==> src/sv/owdm_pkg.sv <==
// Shared constants, types and the CORDIC arctangent table of the omni wheel drive mixer.
// No dependencies.
`timescale 1ns / 1ps
`default_nettype none
package owdm_pkg;

    localparam int ANGLE_BITS   = 16;
    localparam int FRAC_BITS    = 15;
    localparam int CORDIC_STEPS = (FRAC_BITS < 24) ? FRAC_BITS : 24;
    localparam int ITER_W       = $clog2(CORDIC_STEPS);
    localparam int XY_W         = FRAC_BITS + 5;
    localparam int COS_W        = FRAC_BITS + 2;
    localparam int RAW_W        = FRAC_BITS + 12;
    localparam int MAG_W        = FRAC_BITS + 11;
    localparam int NUM_W        = MAG_W + 8;
    localparam int Z_W          = 33;
    localparam longint GAIN_Q30 = 64'd652032874;
    localparam longint X_INIT   = (GAIN_Q30 + (64'd1 << (29 - FRAC_BITS))) >> (30 - FRAC_BITS);
    localparam int CFG_W        = 16;
    localparam int IN_W         = 40;
    localparam int OUT_W        = 56;

    localparam logic [1:0] REG_WHEEL0_ANGLE = 2'd0;
    localparam logic [1:0] REG_WHEEL1_ANGLE = 2'd1;
    localparam logic [1:0] REG_WHEEL2_ANGLE = 2'd2;
    localparam logic [1:0] REG_POWER_LIMIT  = 2'd3;

    typedef logic [ANGLE_BITS-1:0] angle_t;

    typedef struct packed {
        angle_t [2:0]      diff;
        logic signed [8:0] spd;
        logic signed [8:0] rot;
    } entry_t;

    function automatic logic [31:0] atan_turn(input logic [4:0] i);
        logic [31:0] r;
        case (i)
            5'd0:    r = 32'h20000000;
            5'd1:    r = 32'h12E4051E;
            5'd2:    r = 32'h09FB385B;
            5'd3:    r = 32'h051111D4;
            5'd4:    r = 32'h028B0D43;
            5'd5:    r = 32'h0145D7E1;
            5'd6:    r = 32'h00A2F61E;
            5'd7:    r = 32'h00517C55;
            5'd8:    r = 32'h0028BE53;
            5'd9:    r = 32'h00145F2F;
            5'd10:   r = 32'h000A2F98;
            5'd11:   r = 32'h000517CC;
            5'd12:   r = 32'h00028BE6;
            5'd13:   r = 32'h000145F3;
            5'd14:   r = 32'h0000A2FA;
            5'd15:   r = 32'h0000517D;
            5'd16:   r = 32'h000028BE;
            5'd17:   r = 32'h0000145F;
            5'd18:   r = 32'h00000A30;
            5'd19:   r = 32'h00000518;
            5'd20:   r = 32'h0000028C;
            5'd21:   r = 32'h00000146;
            5'd22:   r = 32'h000000A3;
            5'd23:   r = 32'h00000051;
            default: r = 32'h0;
        endcase
        return r;
    endfunction

endpackage
`default_nettype wire

==> src/sv/owdm_front.sv <==
// Front end: accepts input words, forms the three wheel angle differences
// and holds them in a two-entry queue. Depends on owdm_pkg.
`timescale 1ns / 1ps
`default_nettype none
module owdm_front (
    input  wire logic                     aclk,
    input  wire logic                     aresetn,
    input  wire logic                     s_tvalid,
    output logic                          s_tready,
    input  wire logic [owdm_pkg::IN_W-1:0] s_tdata,
    input  wire owdm_pkg::angle_t [2:0]   wheel_angle,
    output logic                          q_valid,
    input  wire logic                     q_ready,
    output owdm_pkg::entry_t              q_entry
);
    import owdm_pkg::*;

    entry_t     mem_reg [2];
    logic       wr_ptr_reg, rd_ptr_reg;
    logic [1:0] count_reg;
    entry_t     new_entry;
    logic       push, pop;
    angle_t     heading;

    assign heading  = s_tdata[ANGLE_BITS-1:0];
    assign s_tready = (count_reg != 2'd2);
    assign q_valid  = (count_reg != 2'd0);
    assign q_entry  = mem_reg[rd_ptr_reg];
    assign push     = s_tvalid && s_tready;
    assign pop      = q_valid && q_ready;

    always_comb begin
        for (int i = 0; i < 3; i++) begin
            new_entry.diff[i] = heading - wheel_angle[i];
        end
        new_entry.spd = s_tdata[24:16];
        new_entry.rot = s_tdata[33:25];
    end

    always_ff @(posedge aclk) begin
        if (push) begin
            mem_reg[wr_ptr_reg] <= new_entry;
        end
        if (!aresetn) begin
            wr_ptr_reg <= 1'b0;
            rd_ptr_reg <= 1'b0;
            count_reg  <= 2'd0;
        end else begin
            if (push) begin
                wr_ptr_reg <= ~wr_ptr_reg;
            end
            if (pop) begin
                rd_ptr_reg <= ~rd_ptr_reg;
            end
            if (push && !pop) begin
                count_reg <= count_reg + 2'd1;
            end else if (pop && !push) begin
                count_reg <= count_reg - 2'd1;
            end
        end
    end

endmodule
`default_nettype wire

==> config.mk <==
export PLATFORM = sky130hd
export DESIGN_NAME = owdm_front
export DESIGN_NICKNAME = d
export VERILOG_FILES = /design/src/sv/owdm_pkg.sv /design/src/sv/owdm_front.sv
export SDC_FILE = /design/constraint.sdc
export NUM_CORES = 1
export LEC_CHECK = 0
export ABC_AREA = 1
export ABC_CLOCK_PERIOD_IN_PS = 4800
export BUFFER_PORTS_ARGS = -buffer_cell sky130_fd_sc_hd__buf_2
export CAP_MARGIN = 20
export CORE_ASPECT_RATIO = 0.9
export CORE_MARGIN = 3
export CORE_UTILIZATION = 56
export DETAILED_ROUTE_END_ITERATION = 10
export PLACE_DENSITY = 0.81
export SLEW_MARGIN = 20
export SYNTH_ARGS = -nofsm -noshare
export SYNTH_HDL_FRONTEND = slang
export SYNTH_SLANG_ARGS = --single-unit
==> constraint.sdc <==
create_clock -name aclk -period 4.8 [get_ports aclk]
set_input_delay 0.24 -clock aclk [delete_from_list [all_inputs] [get_ports aclk]]
set_output_delay 0.24 -clock aclk [all_outputs]
set_load 0.01 [all_outputs]
After elaboration in Yosys (flattened, before gate mapping):

Memories as Yosys holds them, arrays and structs flattened. A register that Yosys moved wholly into a read port is not among the register bits.
Index checks and enable logic that the tools add are counted.
Widths: inputs -> output; s select.

* $add $sub $neg: 5
* equal/unequal tests: 1
* muxes and demuxes: 6
* bitwise gates (word level): 2
* reduce and logical (&&, ||, !) cells: 8

Operators with widths (number)
* $sub 16x16->16: 3
* $logic_and 1x1->1: 4
* $mux 1: 4
* $mux 2: 2
* $reduce_bool 2->1: 2
* $add 2x1->2 const B: 1
* $logic_not 1->1: 2
* $ne 2x2->1 const B: 1
* $not 1->1: 2
* $sub 2x1->2 const B: 1

* bits in registers: 4
* memory bits (writable): 132
* output and inout port bits: 68
* logic and storage cells: 26
* memories: 1

Memories
* mem_reg: words 2, bits a word 66, rd ports 1, clocked after Yosys merged registers in 1, wr ports 1, RTL line owdm_front.sv:18 `entry_t mem_reg [2];`

Logic depth before layout (Yosys ltp):

Gate-level depths: netlist of the first run.

* depth after elaboration: 6
* depth in mapped cells: 11

Worst setup path before layout of the first run:

OpenSTA, ideal clock, no wires.

* kind: register to register
* from: register count_reg[0]
* to: memory mem_reg[1][0] in the netlist's numbering (enable)
* setup time: 492 ps
* arrival time: 3370 ps
* data required time: 4308 ps
* setup slack: 938 ps
* cell stages (with the launch flop): 5
* path buffers: 0
* period minus slack after synthesis: 3862 ps
* cells stage by stage: dfxtp_1 > inv_1 > nand2_1 > nand2_1 > nor2_1

* word-level cells in the longest chain between the ends: 4

RTL lines
* start: declaration: RTL line owdm_front.sv:20 `logic [1:0] count_reg;`
* start signal: assignment: RTL line owdm_front.sv:56 `count_reg <= count_reg + 2'd1;`
* start signal: assignment: RTL line owdm_front.sv:58 `count_reg <= count_reg - 2'd1;`
* $ne 2x2->1: RTL line owdm_front.sv:26 `assign s_tready = (count_reg != 2'd2);`
* named net s_tready: RTL line owdm_front.sv:9 `output logic s_tready,`
* $logic_and 1x1->1: RTL line owdm_front.sv:29 `assign push = s_tvalid && s_tready;`
* $mux 1: RTL line owdm_front.sv:41 `if (push) begin`
* $mux 1 (not written as such): RTL line owdm_front.sv:42 `mem_reg[wr_ptr_reg] <= new_entry;`
* end: declaration: RTL line owdm_front.sv:18

The timed path passes the listed nets, and every way through them passes these cells.

==> results of run 1 <==
==> area by class of cell <==
class	count	area [um^2]	share of cell area, %
Clock buffer	23	510	5.31
Clock inverter	9	77.6	0.808
Inverter	170	638	6.64
Multi-Input combinational cell	498	3110	32.4
Sequential cell	137	4070	42.3
Tap cell	189	236	2.46
Timing Repair Buffer	174	968	10.1
==> cells by family after synthesis <==
group,count (synthesis),synth area share (%)
and+or+nand+nor,319,16.6
xor gates and xnor gates,24,2.67
muxes,66,9.46
adders and majority gates,49,8.09
buffers and inverters,177,8.91
DFF,137,51.7
AOI/OAI and AO/OA,40,2.55
==> worst max-delay path by stage <==
stage,start,cells past startpoint,endpoint,slack (ns)
after floorplan,count_reg[0]$_SDFFE_PN0P_,4,mem_reg[1][0]$_DFFE_PP_,0.94
after global placement,register,3,q_entry[53],2.49
after detailed placement,register,3,q_entry[53],2.47
after CTS,register,3,q_entry[53],2.01
after global routing,register,3,q_entry[32],1.91
final,register,3,q_entry[53],2.04
==> timing repair <==
item,CTS,global route
hold endpoints to repair,36,0
hold buffers,18,0
setup endpoints to repair,0,0
==> placed cells by master (no fill, tap or decap), types with 4 or more instances in the layout <==
cell	count
dlygate4sd3_1	18
xor2_1	17
nand3_1	33
mux2_2	66
inv_6	4
inv_1	167
ha_1	46
a21oi_1	35
nand2_2	8
clkbuf_16	19
nor3_1	6
nand4_1	6
nor2_1	26
nand2_1	233
xnor2_1	7
o21ai_0	5
dfxtp_1	4
buf_2	153
clkinv_4	4
edfxtp_1	132
==> tightest hold or removal path: stages <==
cell     delay [ns]
buf_2          0.12
o21ai_0        0.07
a21oi_1        0.04
==> through the flow <==
stage / utilization [%] / setup slack (ns) / area [um^2] / power (uW) / hold slack, ns
3_5_place_dp: 65.2 / 2.47 / 8840 / 2780 / 0.432
4_1_cts: 70.8 / 2.01 / 9610 / 4050 / 0.0688
5_1_grt: 70.8 / 1.91 / 9610 / 4250 / 0.0888
6_report: 70.8 / 2.04 / 9610 / 4030 / 0.105
2_1_floorplan: - / 0.938 / 7860 / 2420 / 0.339
3_3_place_gp: 65.2 / 2.49 / 8840 / 2750 / 0.427
==> cells in the mapped netlist (3+ instances only) <==
| master | instances | area (um^2) |
|---|---|---|
| edfxtp_1 | 132 | 3960 |
| dfxtp_1 | 5 | 100 |
| ha_1 | 46 | 576 |
| xnor2_1 | 7 | 61.3 |
| nand4_1 | 6 | 37.5 |
| inv_1 | 167 | 627 |
| xor2_1 | 17 | 149 |
| nand3_1 | 33 | 165 |
| nand2_2 | 8 | 50.1 |
| buf_6 | 4 | 45.0 |
| mux2_2 | 66 | 743 |
| nand2_1 | 233 | 875 |
| o21ai_0 | 5 | 25.0 |
| inv_2 | 3 | 11.3 |
| a21oi_1 | 35 | 175 |
| nor3_2 | 3 | 30.0 |
| nor2_1 | 28 | 105 |
| nor3_1 | 6 | 30.0 |
| fa_1 | 3 | 60.1 |
==> report_power, final <==
part,switching [uW],internal [uW]
clock,488,759
combinational,645,477
sequential,82.7,1580
total,1220,2810
==> per-layer routing <==
metal | track usage [%] | up-vias | routed length (um)
li1 | - | 3010 | -
met1 | 27.1 | 2763 | 7280
met2 | 39.2 | 207 | 8490
met3 | 7.00 | 40 | 1160
met4 | 8.55 | 0 | 499
met5 | 0 | - | 0
==> metrics.md, run 1 <==
| Metric | Value |
|---|---|
| Outcome | finished, final reports clean |
| Distinct cells, synth | 23 |
| Largest register FFs | between 100 and 150 |
| Power per cell area | ~420 mW/mm^2 |
| Synthesized area per cell | between 9 and 10 um^2 |
| Ys flop type | edfxtp_1 |
| Slowest stage cell, crit path | dfxtp_2 |
| Syn Inst Count | 812 |
| Lkg Pwr | between 0.004 and 0.005 uW |
| Max rail drop VDD | around 0.3 mV |
| EDFF count, synth | 132 |
| WP buf/inv | 2 |
| Fin crit period | ~2.8 ns |
| Final max-slew violation count | 0 |
| Synth warnings | 0 |
| Nets | roughly 1100 |
| Initial antenna violation count | 0 |
| Post-CTS Setup Repair Bufs | 0 |
| Post-Syn Area | 0.00786 mm^2 |
| Ports | 160 |
| Capturing element type of the critical path | output port |
| Layout Skew | 0.00748 ns |
| Count of final hold-check violations | 0 |
| WP data arrival | 2.52 ns |
| Bufs on Longest Clock Path | 2 |
| GR Util All Layers | between 20% and 30% |
| Max-cap viol count | 0 |
| Vias per Instance | 5.02 |
| Placed insts | 1150 |
| Drt drc | 0 |
| Final period utilization | ~58% |
| Final setup fails | 0 |
| Pre-antenna DRT Iters | 5 |
| Reg2Reg Launch Point | count_reg[0]$_SDFFE_PN0P_ |
| Die X | 131 um |
| Critical-path cell list | buf_4, mux2_2, buf_2 |
| Drt initial violations | between 200 and 300 |
| Worst reg2reg path depth | 5 |
| Area of the core region | 0.0136 mm^2 |
| Vias in the first global route | 6007 |
| Die ar. | between 0.015 and 0.02 mm^2 |
| H-tree levels | 4 |
| Site row count | 40 |
| Worst-margin pin slew | between 1 and 1.5 ns |
| #FFs+latches synth | approximately 140 |
| Worst-Skew Late Latency | 0.42 ns |
| # resized after CTS | 0 |
| Worst Path Required | 4.56 ns |
| Root Buffer | clkbuf_16 |
| Avg WL per Cell | 14.5 um |
| Share of layout cells above drive strength 1 | 26.6% |
| Critical Path Max Stage Delay | 1.05 ns |
| Min-Delay Path Depth | 3 |
| Hold Startpoint | aresetn |
| Die H | 118 um |
| Clock buffer count from CTS | 17 |
| CTS sink count | 137 |
| Largest net degree at the start of global routing | 68 |
| Synthesis-to-finish area growth | 22.2% |
| Syn Nets | 953 |
| Initial Util | 58.0% |
| CTS tree | yes |
| Clk slew on worst S/H paths | roughly 0.06 ns |
| Critical path class | reg -> out |
| Critical Path Start Type | register |
| Fmax | 0.362 GHz |
| Reg-to-reg endpoint | mem_reg[0][62]$_DFFE_PP_ |
| Crit path max fanout | 42 |
| Final antenna-violating net count | 0 |
| CP top delay family | flip-flops |
| Setup_tns | 0 ns |
| RSZ-0062 raised after global routing | false |
| Worst hold path class | in -> reg |
| Non-filler cells in the finished layout | 1200 |
| Ant diodes | 0 |
| Slew HR | 27.4% |
| Hold Path End | count_reg[0]$_SDFFE_PN0P_ |
| Post-synthesis sequential area ratio | 51.7% |
| First-pass GRT wire length | roughly 27000 um |
| HPWL Detailed | between 10000 and 15000 um |
| Final wirelength | 17400 um |
| Flop2flop setup slack | 2.90 ns |
| Number of fill cells | 1023 |
| Synth async-reset ratio | 0% |
| Total grt overflow | 0 |
| # port buffers | 153 |
| Via count | 6020 |
| RD Place Congestion | 0.867 |
Note: power is estimated with default switching activity, not from simulation.
==> run 2, diff against run 1 <==
Settings changed: ABC_CLOCK_PERIOD_IN_PS 4800 to 2700.
Clock period 4.8 ns to 2.7 ns, I/O delays scaled along.
==> metrics.md, run 2 (synthesized netlist as in run 1, its figures left out) <==
| Metric | Value |
|---|---|
| Setup_tns | 0 ns |
| Worst hold path class | in -> reg |
| Via count | about 6000 |
| Worst-margin pin slew | 0.711 ns |
| Worst-Skew Late Latency | 0.41 ns |
| Ant diodes | 0 |
| Sequential power share | between 40% and 50% |
| Final period utilization | about three quarters |
| Reg2Reg Launch Point | count_reg[0]$_SDFFE_PN0P_ |
| Critical path class | reg -> out |
| Power per cell area | 741 mW/mm^2 |
| Largest register FFs | 132 |
| Clk slew on worst S/H paths | roughly 0.050 ns |
| Capturing element type of the critical path | output port |
| Die X | between 100 and 150 um |
| Root Buffer | clkbuf_16 |
| Commonest non-fill, non-tap cells in the layout | nand2_1, inv_1, buf_2 |
| Initial antenna violation count | 0 |
| RD Place Congestion | a little over 0.9 |
| WP data arrival | approximately 1.9 ns |
| Clock power frac | 30.4% |
| Vias in the first global route | 5826 |
| Hold WS | 0.0787 ns |
| Die H | 118 um |
| Comb pwr share | 28.8% |
| Non-filler cells in the finished layout | 1203 |
| Most common cell after layout, fill and taps aside | nand2_1 |
| Lkg Pwr | 0.00473 uW |
| Final antenna-violating net count | 0 |
| Nets | 1143 |
| Drt initial violations | 306 |
| Largest net degree at the start of global routing | 51 |
| Initial Util | ~58% |
| # port buffers | 153 |
| H-tree levels | 4 |
| Crit path max fanout | 25 |
| NetSw | 2120 uW |
| Fin crit period | 2.03 ns |
| Site row count | 40 |
| Avg WL per Cell | between 10 and 15 um |
| Layout Skew | 0.00475 ns |
| Die ar. | 0.0155 mm^2 |
| Pre-antenna DRT Iters | 5 |
| Final setup fails | 0 |
| Final wirelength | about 17000 um |
| Max-cap viol count | 0 |
| Slew HR | 52.6% |
| Fmax | about 0.5 GHz |
| RSZ-0062 raised after global routing | false |
| Worst Path Required | 2.57 ns |
| Total grt overflow | 0 |
| Area of the core region | 0.0136 mm^2 |
| First-pass GRT wire length | 27300 um |
| Final instance area | 0.00964 mm^2 |
| Vias per Instance | roughly 5 |
| Final max-slew violation count | 0 |
| Max rail drop VDD | 0.458 mV |
| HPWL Detailed | 12500 um |
| Count of final hold-check violations | 0 |
| Placed insts | 1153 |
| Synthesis-to-finish area growth | 22.6% |
| Critical Path Start Type | register |
| GR Util All Layers | 22.7% |
| Ports | 160 |
| Share of layout cells above drive strength 1 | between 20% and 30% |
| Drt drc | 0 |
| Sw frac | 29.7% |
| Bufs on Longest Clock Path | 2 |
| Clock buffer count from CTS | 17 |
| Hold Startpoint | q_ready |
| P_int | 5030 uW |
| CTS tree | yes |
| CTS sink count | 137 |
| Placed Area | 0.00889 mm^2 |
| Outcome | finished, final reports clean |
==> run 2: path summary, 6_finish.rpt <==
kind | cells past startpoint | end | slack, ns
setup reg to reg | 9 | count_reg[1]$_SDFFE_PN0P_ | 0.99
setup / recovery | 3 | q_entry[31] | 0.67
hold reg to reg | 2 | count_reg[1]$_SDFFE_PN0P_ | 0.51
hold / removal | 3 | register | 0.08
==> run 2: layout make-up <==
class,count,area [um^2]
fill,1010,3930
timing repair buffer,178,1030
clock inverter,13,131
multi-input combinational,498,3110
tap,189,236
clock buffer,18,429
inverter,170,638
sequential,137,4070
==> run 2: through the flow <==
| step | total power, uW | setup WS [ns] | utilization, % |
|---|---|---|---|
| after detailed placement | 4980 | 0.882 | 65.5 |
| after global placement | 4930 | 0.901 | 65.5 |
| final | 7140 | 0.668 | 71.1 |
| after floorplan | 4290 | -0.0610 | - |
| after global routing | 7530 | 0.553 | 71.1 |
| after CTS | 7180 | 0.623 | 71.1 |
==> run 2: repair_timing <==
item / in CTS / in global routing
buffers inserted: 0 / 0
endpoints found under the hold margin: 39 / 0
hold buffers: 19 / 0
resized for setup: 0 / 0
==> run 2: layer usage <==
layer | vias to the layer above | track usage [%] | routed length (um)
li1 | 3013 | - | -
met1 | 2755 | 28.6 | 7390
met2 | 190 | 38.0 | 8340
met4 | 0 | 7.78 | 311
met3 | 28 | 5.47 | 1050
met5 | - | 0 | 0
==> run 2: worst max-delay path, stage by stage (launching register included) <==
cell and delay, ns:
dfxtp_2 0.70, buf_12 0.26, mux2_2 0.36, buf_2 0.14
==> run 2: power by group through the flow <==
stage               combinational, uW  clock (uW)  sequential (uW)
floorplan                        1380           0             2910
global placement                 1990           0             2940
detailed placement               2020           0             2950
CTS                              2060        2210             2910
global route                     2280        2310             2950
finish                           2060        2170             2910
