File: config.mk
export PLATFORM = sky130hd
export DESIGN_NAME = owdm_back
export DESIGN_NICKNAME = d
export VERILOG_FILES = /design/src/sv/owdm_pkg.sv /design/src/sv/owdm_back.sv
export SDC_FILE = /design/constraint.sdc
export NUM_CORES = 2
export LEC_CHECK = 0
export ABC_CLOCK_PERIOD_IN_PS = 24000
export BUFFER_PORTS_ARGS = -buffer_cell sky130_fd_sc_hd__buf_4
export CAP_MARGIN = 20
export CORE_MARGIN = 4
export CORE_UTILIZATION = 60
export CTS_BUF_LIST = sky130_fd_sc_hd__clkbuf_4 sky130_fd_sc_hd__clkbuf_8
export DETAILED_ROUTE_END_ITERATION = 8
export PLACE_DENSITY = 0.85
export RECOVER_POWER = 50
export SYNTH_ARGS = -nofsm -noshare
export SYNTH_HDL_FRONTEND = slang
export SYNTH_SLANG_ARGS = --single-unit
File: constraint.sdc
create_clock -name aclk -period 24 [get_ports aclk]
set_input_delay 2.4 -clock aclk [delete_from_list [all_inputs] [get_ports aclk]]
set_output_delay 2.4 -clock aclk [all_outputs]
set_load 0.01 [all_outputs]
File: src/sv/owdm_pkg.sv
// Shared constants, types and the CORDIC arctangent table of the omni wheel drive mixer.
// No dependencies.
`timescale 1ns / 1ps
`default_nettype none
package owdm_pkg;

    localparam int ANGLE_BITS   = 16;
    localparam int FRAC_BITS    = 15;
    localparam int CORDIC_STEPS = (FRAC_BITS < 24) ? FRAC_BITS : 24;
    localparam int ITER_W       = $clog2(CORDIC_STEPS);
    localparam int XY_W         = FRAC_BITS + 5;
    localparam int COS_W        = FRAC_BITS + 2;
    localparam int RAW_W        = FRAC_BITS + 12;
    localparam int MAG_W        = FRAC_BITS + 11;
    localparam int NUM_W        = MAG_W + 8;
    localparam int Z_W          = 33;
    localparam longint GAIN_Q30 = 64'd652032874;
    localparam longint X_INIT   = (GAIN_Q30 + (64'd1 << (29 - FRAC_BITS))) >> (30 - FRAC_BITS);
    localparam int CFG_W        = 16;
    localparam int IN_W         = 40;
    localparam int OUT_W        = 56;

    localparam logic [1:0] REG_WHEEL0_ANGLE = 2'd0;
    localparam logic [1:0] REG_WHEEL1_ANGLE = 2'd1;
    localparam logic [1:0] REG_WHEEL2_ANGLE = 2'd2;
    localparam logic [1:0] REG_POWER_LIMIT  = 2'd3;

    typedef logic [ANGLE_BITS-1:0] angle_t;

    typedef struct packed {
        angle_t [2:0]      diff;
        logic signed [8:0] spd;
        logic signed [8:0] rot;
    } entry_t;

    function automatic logic [31:0] atan_turn(input logic [4:0] i);
        logic [31:0] r;
        case (i)
            5'd0:    r = 32'h20000000;
            5'd1:    r = 32'h12E4051E;
            5'd2:    r = 32'h09FB385B;
            5'd3:    r = 32'h051111D4;
            5'd4:    r = 32'h028B0D43;
            5'd5:    r = 32'h0145D7E1;
            5'd6:    r = 32'h00A2F61E;
            5'd7:    r = 32'h00517C55;
            5'd8:    r = 32'h0028BE53;
            5'd9:    r = 32'h00145F2F;
            5'd10:   r = 32'h000A2F98;
            5'd11:   r = 32'h000517CC;
            5'd12:   r = 32'h00028BE6;
            5'd13:   r = 32'h000145F3;
            5'd14:   r = 32'h0000A2FA;
            5'd15:   r = 32'h0000517D;
            5'd16:   r = 32'h000028BE;
            5'd17:   r = 32'h0000145F;
            5'd18:   r = 32'h00000A30;
            5'd19:   r = 32'h00000518;
            5'd20:   r = 32'h0000028C;
            5'd21:   r = 32'h00000146;
            5'd22:   r = 32'h000000A3;
            5'd23:   r = 32'h00000051;
            default: r = 32'h0;
        endcase
        return r;
    endfunction

endpackage
`default_nettype wire

File: src/sv/owdm_back.sv
// Back end: three-lane CORDIC cosine, drive mixing, peak search and
// bit-serial normalizing divide, ending in the output register. Depends on owdm_pkg.
`timescale 1ns / 1ps
`default_nettype none
module owdm_back (
    input  wire logic                      aclk,
    input  wire logic                      aresetn,
    input  wire logic                      q_valid,
    output logic                           q_ready,
    input  wire owdm_pkg::entry_t          q_entry,
    input  wire logic [7:0]                power_limit,
    output logic                           m_tvalid,
    input  wire logic                      m_tready,
    output logic [owdm_pkg::OUT_W-1:0]     m_tdata
);
    import owdm_pkg::*;

    localparam logic [2:0] ST_IDLE = 3'd0;
    localparam logic [2:0] ST_ROT  = 3'd1;
    localparam logic [2:0] ST_MUL  = 3'd2;
    localparam logic [2:0] ST_PEAK = 3'd3;
    localparam logic [2:0] ST_PROD = 3'd4;
    localparam logic [2:0] ST_DIV  = 3'd5;
    localparam logic [2:0] ST_OUT  = 3'd6;

    logic [2:0]              state_reg;
    logic [ITER_W-1:0]       iter_reg;
    logic [2:0]              bit_reg;
    logic signed [XY_W-1:0]  x_reg [3];
    logic signed [XY_W-1:0]  y_reg [3];
    logic signed [Z_W-1:0]   z_reg [3];
    logic [2:0]              flip_reg;
    logic signed [8:0]       spd_reg, rot_reg;
    logic signed [RAW_W-1:0] raw_reg [3];
    logic [MAG_W-1:0]        mag_reg [3];
    logic [2:0]              neg_reg;
    logic [MAG_W-1:0]        peak_reg;
    logic [7:0]              tgt_reg;
    logic [NUM_W-1:0]        rem_reg [3];
    logic [7:0]              quo_reg [3];
    logic                    m_tvalid_reg;
    logic [OUT_W-1:0]        m_tdata_reg;

    logic [31:0]             atan_val;
    logic                    out_free;
    logic [OUT_W-1:0]        out_word;
    logic [MAG_W-1:0]        mag_c [3];
    logic [MAG_W-1:0]        peak_c;
    logic [9:0]              sum_c;

    assign q_ready  = (state_reg == ST_IDLE);
    assign out_free = !m_tvalid_reg || m_tready;
    assign m_tvalid = m_tvalid_reg;
    assign m_tdata  = m_tdata_reg;
    assign atan_val = atan_turn(5'(iter_reg));

    always_comb begin
        peak_c = '0;
        for (int i = 0; i < 3; i++) begin
            mag_c[i] = raw_reg[i][RAW_W-1] ? MAG_W'(-raw_reg[i]) : MAG_W'(raw_reg[i]);
            if (mag_c[i] > peak_c) begin
                peak_c = mag_c[i];
            end
        end
        sum_c = 10'(spd_reg[8] ? -10'(spd_reg) : 10'(spd_reg))
              + 10'(rot_reg[8] ? -10'(rot_reg) : 10'(rot_reg));
    end

    always_comb begin
        logic [7:0] qq;
        logic       neg_out;
        logic [8:0] drv;
        out_word = '0;
        for (int i = 0; i < 3; i++) begin
            qq      = (peak_reg == '0) ? 8'd0 : quo_reg[i];
            neg_out = neg_reg[i] && (qq != 8'd0);
            drv     = neg_reg[i] ? -{1'b0, qq} : {1'b0, qq};
            out_word[9*i +: 9]       = drv;
            out_word[27 + 8*i +: 8]  = {neg_out, (qq > 8'd127) ? 7'd127 : qq[6:0]};
            out_word[51 + i]         = neg_reg[i] || (qq == 8'd0);
        end
    end

    always_ff @(posedge aclk) begin
        logic [ANGLE_BITS-1:0]    d;
        logic [ANGLE_BITS-1:0]    dq;
        logic                     fl;
        logic signed [XY_W-1:0]   cx;
        logic signed [COS_W-1:0]  cs;
        logic [NUM_W-1:0]         den;
        unique case (state_reg)
            ST_IDLE: begin
                for (int i = 0; i < 3; i++) begin
                    d  = q_entry.diff[i];
                    dq = d + ANGLE_BITS'(1 << (ANGLE_BITS - 2));
                    fl = dq[ANGLE_BITS-1];
                    if (fl) begin
                        d = d ^ ANGLE_BITS'(1 << (ANGLE_BITS - 1));
                    end
                    flip_reg[i] <= fl;
                    z_reg[i] <= Z_W'(signed'({d, {(32 - ANGLE_BITS){1'b0}}}));
                    x_reg[i] <= XY_W'(X_INIT);
                    y_reg[i] <= '0;
                end
                spd_reg  <= q_entry.spd;
                rot_reg  <= q_entry.rot;
                iter_reg <= '0;
            end
            ST_ROT: begin
                for (int i = 0; i < 3; i++) begin
                    if (!z_reg[i][Z_W-1]) begin
                        x_reg[i] <= x_reg[i] - (y_reg[i] >>> iter_reg);
                        y_reg[i] <= y_reg[i] + (x_reg[i] >>> iter_reg);
                        z_reg[i] <= z_reg[i] - Z_W'(atan_val);
                    end else begin
                        x_reg[i] <= x_reg[i] + (y_reg[i] >>> iter_reg);
                        y_reg[i] <= y_reg[i] - (x_reg[i] >>> iter_reg);
                        z_reg[i] <= z_reg[i] + Z_W'(atan_val);
                    end
                end
                iter_reg <= iter_reg + ITER_W'(1);
            end
            ST_MUL: begin
                for (int i = 0; i < 3; i++) begin
                    cx = x_reg[i];
                    if (cx > XY_W'(1 << FRAC_BITS)) begin
                        cx = XY_W'(1 << FRAC_BITS);
                    end
                    if (cx < -XY_W'(1 << FRAC_BITS)) begin
                        cx = -XY_W'(1 << FRAC_BITS);
                    end
                    cs = flip_reg[i] ? -cx[COS_W-1:0] : cx[COS_W-1:0];
                    raw_reg[i] <= RAW_W'(spd_reg * cs) + (RAW_W'(rot_reg) <<< FRAC_BITS);
                end
            end
            ST_PEAK: begin
                for (int i = 0; i < 3; i++) begin
                    mag_reg[i] <= mag_c[i];
                    neg_reg[i] <= raw_reg[i][RAW_W-1];
                end
                peak_reg <= peak_c;
                tgt_reg  <= (sum_c > 10'(power_limit)) ? power_limit : sum_c[7:0];
            end
            ST_PROD: begin
                for (int i = 0; i < 3; i++) begin
                    rem_reg[i] <= NUM_W'(mag_reg[i]) * NUM_W'(tgt_reg);
                    quo_reg[i] <= '0;
                end
                bit_reg <= 3'd7;
            end
            ST_DIV: begin
                den = NUM_W'(peak_reg) << bit_reg;
                for (int i = 0; i < 3; i++) begin
                    if (rem_reg[i] >= den) begin
                        rem_reg[i] <= rem_reg[i] - den;
                        quo_reg[i][bit_reg] <= 1'b1;
                    end
                end
                bit_reg <= bit_reg - 3'd1;
            end
            ST_OUT: begin
                if (out_free) begin
                    m_tdata_reg <= out_word;
                end
            end
            default: begin
            end
        endcase

        if (!aresetn) begin
            state_reg    <= ST_IDLE;
            m_tvalid_reg <= 1'b0;
        end else begin
            if (m_tvalid_reg && m_tready) begin
                m_tvalid_reg <= 1'b0;
            end
            unique case (state_reg)
                ST_IDLE: if (q_valid) state_reg <= ST_ROT;
                ST_ROT:  if (iter_reg == ITER_W'(CORDIC_STEPS - 1)) state_reg <= ST_MUL;
                ST_MUL:  state_reg <= ST_PEAK;
                ST_PEAK: state_reg <= ST_PROD;
                ST_PROD: state_reg <= ST_DIV;
                ST_DIV:  if (bit_reg == 3'd0) state_reg <= ST_OUT;
                ST_OUT: begin
                    if (out_free) begin
                        m_tvalid_reg <= 1'b1;
                        state_reg    <= ST_IDLE;
                    end
                end
                default: state_reg <= ST_IDLE;
            endcase
        end
    end

endmodule
`default_nettype wire

# ---- Word-level counts from Yosys, hierarchy flattened
# Memories as Yosys holds them, arrays and structs flattened. A register that Yosys moved wholly into a read port is not among the register bits.
# Index checks and enable logic that the tools add are counted.
dict set report totals {
  reg_bits 123
  ramBits 504
  rom_bits 480
  elab_cells 311
  n_memories 8
}
dict set report op_classes {
  add_sub_neg 41
  n_mul 6
  n_lt_le_gt_ge 18
  n_eq_ne 11
  shift 7
  muxes 132
  bitwise_logic 48
  reduce_logical 23
}
# name words word_bits rd rd_clocked_by_memory_dff wr line_no
set mem_list {}
lappend mem_list {{(name not given)} 16 30 1 1 0 owdm_pkg.sv:38} ;# case (i)
lappend mem_list {rem_reg 3 34 3 0 3 owdm_back.sv:39} ;# logic [NUM_W-1:0] rem_reg [3];
lappend mem_list {z_reg 3 33 3 0 3 owdm_back.sv:31} ;# logic signed [Z_W-1:0] z_reg [3];
lappend mem_list {raw_reg 3 27 3 0 3 owdm_back.sv:34} ;# logic signed [RAW_W-1:0] raw_reg [3];
lappend mem_list {mag_reg 3 26 3 0 3 owdm_back.sv:35} ;# logic [MAG_W-1:0] mag_reg [3];
lappend mem_list {x_reg 3 20 3 0 3 owdm_back.sv:29} ;# logic signed [XY_W-1:0] x_reg [3];
lappend mem_list {{2 more memories} -- -- -- -- -- --}
# op count
set op_table {}
lappend op_table {{two-way mux 20 bit} 18}
lappend op_table {{two-way mux 33 bit} 6}
lappend op_table {{two-way mux 26 bit} 6}
lappend op_table {{two-way mux 17 bit} 9}
lappend op_table {{adder 20 bit} 6}
lappend op_table {{>>> shifter 20 x 4 -> 20 bit} 6}
lappend op_table {{subtractor 20 bit} 6}
lappend op_table {{>= comparator 34 bit} 3}
lappend op_table {{multiplier 26 x 8 -> 34 bit} 3}
lappend op_table {{two-way mux 34 bit} 3}
lappend op_table {{subtractor 34 bit} 3}
lappend op_table {{adder 33 x 32 -> 33 bit} 3}
lappend op_table {{subtractor 33 x 32 -> 33 bit} 3}
lappend op_table {{two-way mux 16 bit} 6}
lappend op_table {{adder 26 x 24 -> 27 bit} 3}
lappend op_table {{two-way mux 8 bit} 10}
lappend op_table {{multiplier 9 x 17 -> 26 bit} 3}
lappend op_table {{negator 26 bit} 3}
lappend op_table {{two-way mux 1 bit} 63}
lappend op_table {{> comparator 20 x 17 -> 1 bit (second input constant)} 3}
lappend op_table {{< comparator 20 x 16 -> 1 bit (second input constant)} 3}
lappend op_table {{> comparator 26 bit} 2}
lappend op_table {{negator 17 bit} 3}
lappend op_table {{adder 16 x 15 -> 16 bit (second input constant)} 3}
lappend op_table {{35 further kinds} 109}

# ---- Depth between registers and ports, before layout
# An unclocked memory read counts as a cell.
dict set report depth {
  depth_word 11
  depth_mapped 40
}

# ---- Worst setup path before layout
# Ideal clock, no wire load.
dict set report synth_timing {
  path_kind {register to register}
  startpoint {memory x_reg[0][4] in the netlist's numbering}
  endpoint {memory raw_reg[0][26] in the netlist's numbering, data pin}
  setup_time_ns 0.260
  t_arrival_ns 8.458
  setup_slack_ns 15.282
  path_stages_with_launch 33
  n_path_buf 3
  cell_sequence {edfxtp_1 -> or4_1 -> or3_1 -> nor4_2 -> nand3_1 -> a21oi_1 -> a31o_2 -> clkbuf_1 -> clkbuf_1 -> nand2_1 -> ha_1 -> clkbuf_1 -> inv_1 -> o21ai_0 -> a21oi_1 -> nand2_1 -> fa_1 -> inv_1 -> fa_1 -> fa_1 -> fa_1 -> fa_1 -> ha_1 -> and2_1 -> a22o_1 -> o21a_1 -> o21ai_0 -> o21ai_0 -> o41ai_1 -> o211a_1 -> o21bai_1 -> a21oi_1 -> xnor2_1}
}
# element line_no
set synth_lines {}
lappend synth_lines {{start: declaration} owdm_back.sv:29}
lappend synth_lines {{end: declaration} owdm_back.sv:34}

==> metrics.txt <==
FFs w/ async S/R, synth=0%; final setup fails=0; first-pass detailed-route iteration total=6; global-route track usage on met3=approximately 5.6%; RSZ-0062 raised after global routing=false; area leader, netlist=edfxtp_1; # IOs=~140; Reg-to-Reg End=raw_reg[0][80]; initial antenna violation count=7; core area=~0.15 mm²; Slew @ Worst Pin=~4.2 ns; layout cells sized above 1=6.68%; CP endpoint kind=flip-flop; Worst R2R Start=x_reg[2][4]; warnings from Yosys=0; Total Routing Usage GR=between 30% and 40%; Area Overhead vs Synth=5.61%; sequential share of the synthesized area=between 20% and 30%; Crit Path Class=flip-flop to flip-flop; GRT Max-Usage Layer=met2; Final Hold Viols=0; largest net degree at the start of global routing=between 200 and 250; Final Max Slew Viols=542; Hold Path Class=flip-flop to flip-flop; Tmin final=between 9 and 10 ns; failing checks=max-capacitance violations, max-slew violations; fmax=102 MHz; Distinct cells, synth=91; most used flip-flop cell after synthesis=edfxtp_1; clk root buf=clkbuf_8; Die Y=395 µm; FF+latch count, synth=between 600 and 700; ANT nets after route=0; compound-gate portion of the synthesized area=around an eighth; Avg Inst Size Synth=roughly 9.1 µm²; CTS tree=done; final period utilization=approximately 40%; first-pass GRT wire length=just under 400000 µm; M1 GR Usage=around two fifths; leading cell type in the layout, fill and taps excluded=nand2_1; CTS max path bufs=3; Die Wd=395 µm; htree depth=3; vias in the first global route=around 74000; worst-case clock skew=0.0923 ns; number of port buffers=133; Largest register FFs=roughly 100; Nets=11500; cell area after synthesis=0.0898 mm²; crit path from=x_reg[2][4]; Synth Area in Simple Gates=between 10% and 20%; hpwl dp=approximately 190000 µm; full die area=0.156 mm²; Max-slew headroom=-182%; Area contributors post-synth=edfxtp_1 21%, fa_1 19%, ha_1 11%; Routed Wire Length=247000 µm; worst-path fanout max=12; CP endpoint=raw_reg[0][80]; Worst Path Required=24.64 ns; crit path DAT=~10 ns; post-layout utilization of the core=64.0%; XOR/XNOR share of the synthesized area=around 6.5%; total CTS buffers=120; CP max-delay cell=nor3_1; Most common cell on crit path=fa_1; Sum Neg Setup Slack=0 ns; commonest non-fill, non-tap cells in the layout=1149 x nand2_1, 1107 x inv_1, 868 x fa_1; Min Hold Slack=between 0.5 and 0.6 ns; R2R depth=31; drc violations=0; share of the synthesized area in the top cell type=a little over a fifth; status=finished, violations left; FF-to-FF setup slack=about 14 ns; crit start category=flip-flop; post-synthesis mux area share=~5.5%; Initial Util=between 60 and 70%; Routability Congestion=approximately 0.97; combinational family with the most area after synthesis=adder cells; EDFF count, synth=slightly above 600; initial drt markers=about 7600; GRT overflow=0; vias post-DR=74000; Synth Area in Adders=30.1%; maxcap violations=12; drt via density=roughly 6.2; Skew-Pair Late Insertion Delay=0.96 ns; Cells after Synth=about 9900; hold buffers post-CTS=0; Worst-path clk slew=0.06 ns; CTS resizes=0; clock tree sinks=approximately 660; Core Rows=141; Post-CTS Setup Repair Bufs=0; wire per inst=around 21 µm; routing usage on met2=50.1%; crit-path max cell delay=between 0.7 and 0.8 ns
==> cell usage after synthesis (all sizes together), types with 78 or more instances <==
cell and instances:
a21o 175, a21oi 553, and2 485, and3 79, buf 78, clkbuf 319
edfxtp 623, fa 868, ha 769, inv 1110, mux2i 172, mux4 104
nand2 1149, nand2b 118, nand3 123, nor2 688, nor2b 94, nor3 133
o21a 96, o21ai 489, o31ai 82, xnor2 408, xor2 263
==> cell families after synthesis <==
group	after synthesis
mux	352
compound gates	1896
flops	657
fa+ha+maj	1637
xor+xnor	671
simple gates	3153
other cells	1
buf+inv	1509
==> worst max-delay path: cells and delay by family (launching register included) <==
kind                       cells  cell delay (ns)
and+or+nand+nor               10             3.26
adders and majority gates      7             3.11
AOI/OAI and AO/OA             11             2.38
DFF                            1             0.51
buffers and inverters          2             0.20
xor gates and xnor gates       1             0.08
==> through the flow <==
stage / worst slack [ns] / cells / cell area [µm²]
2_1_floorplan: 15.28 / 9877 / 89800
3_3_place_gp: 14.34 / 11600 / 92300
3_5_place_dp: 13.93 / 11600 / 92300
4_1_cts: 13.98 / 11800 / 94900
5_1_grt: 13.71 / 11900 / 94900
6_report: 14.24 / 11900 / 94900
==> cell type report <==
cell class / count / area [µm²]
Sequential cell: 657 / 19400
Inverter: 1112 / 4180
Timing Repair Buffer: 214 / 1580
Clock buffer: 156 / 1950
Fill cell: 11800 / 53300
Multi-Input combinational cell: 7711 / 64700
Clock inverter: 67 / 621
Antenna cell: 5 / 12.5
Tap cell: 1930 / 2410
==> per-layer routing <==
layer / vias to the layer above / part of all wire, %
met5: - / 0
met4: 0 / 5.4
met3: 768 / 9.4
met2: 3763 / 45
met1: 35900 / 40
li1: 33500 / -
==> how the worst min path moves through the flow <==
| stage | start | end | slack [ns] | depth (start not counted) |
|---|---|---|---|---|
| after global placement | raw_reg[0][54] | mag_reg[0][52] | 0.58 | 0 |
| after floorplan | raw_reg[0][53] | neg_reg[1] | 0.42 | 0 |
| after CTS | raw_reg[0][54] | mag_reg[0][52] | 0.58 | 0 |
| after global routing | raw_reg[0][54] | mag_reg[0][52] | 0.57 | 0 |
| after detailed placement | raw_reg[0][54] | mag_reg[0][52] | 0.58 | 0 |
| final | raw_reg[0][54] | mag_reg[0][52] | 0.56 | 0 |
Power is left out: the tool's default activity adds up to more than one toggle a clock period on the data nets, which glitch-free logic cannot reach.
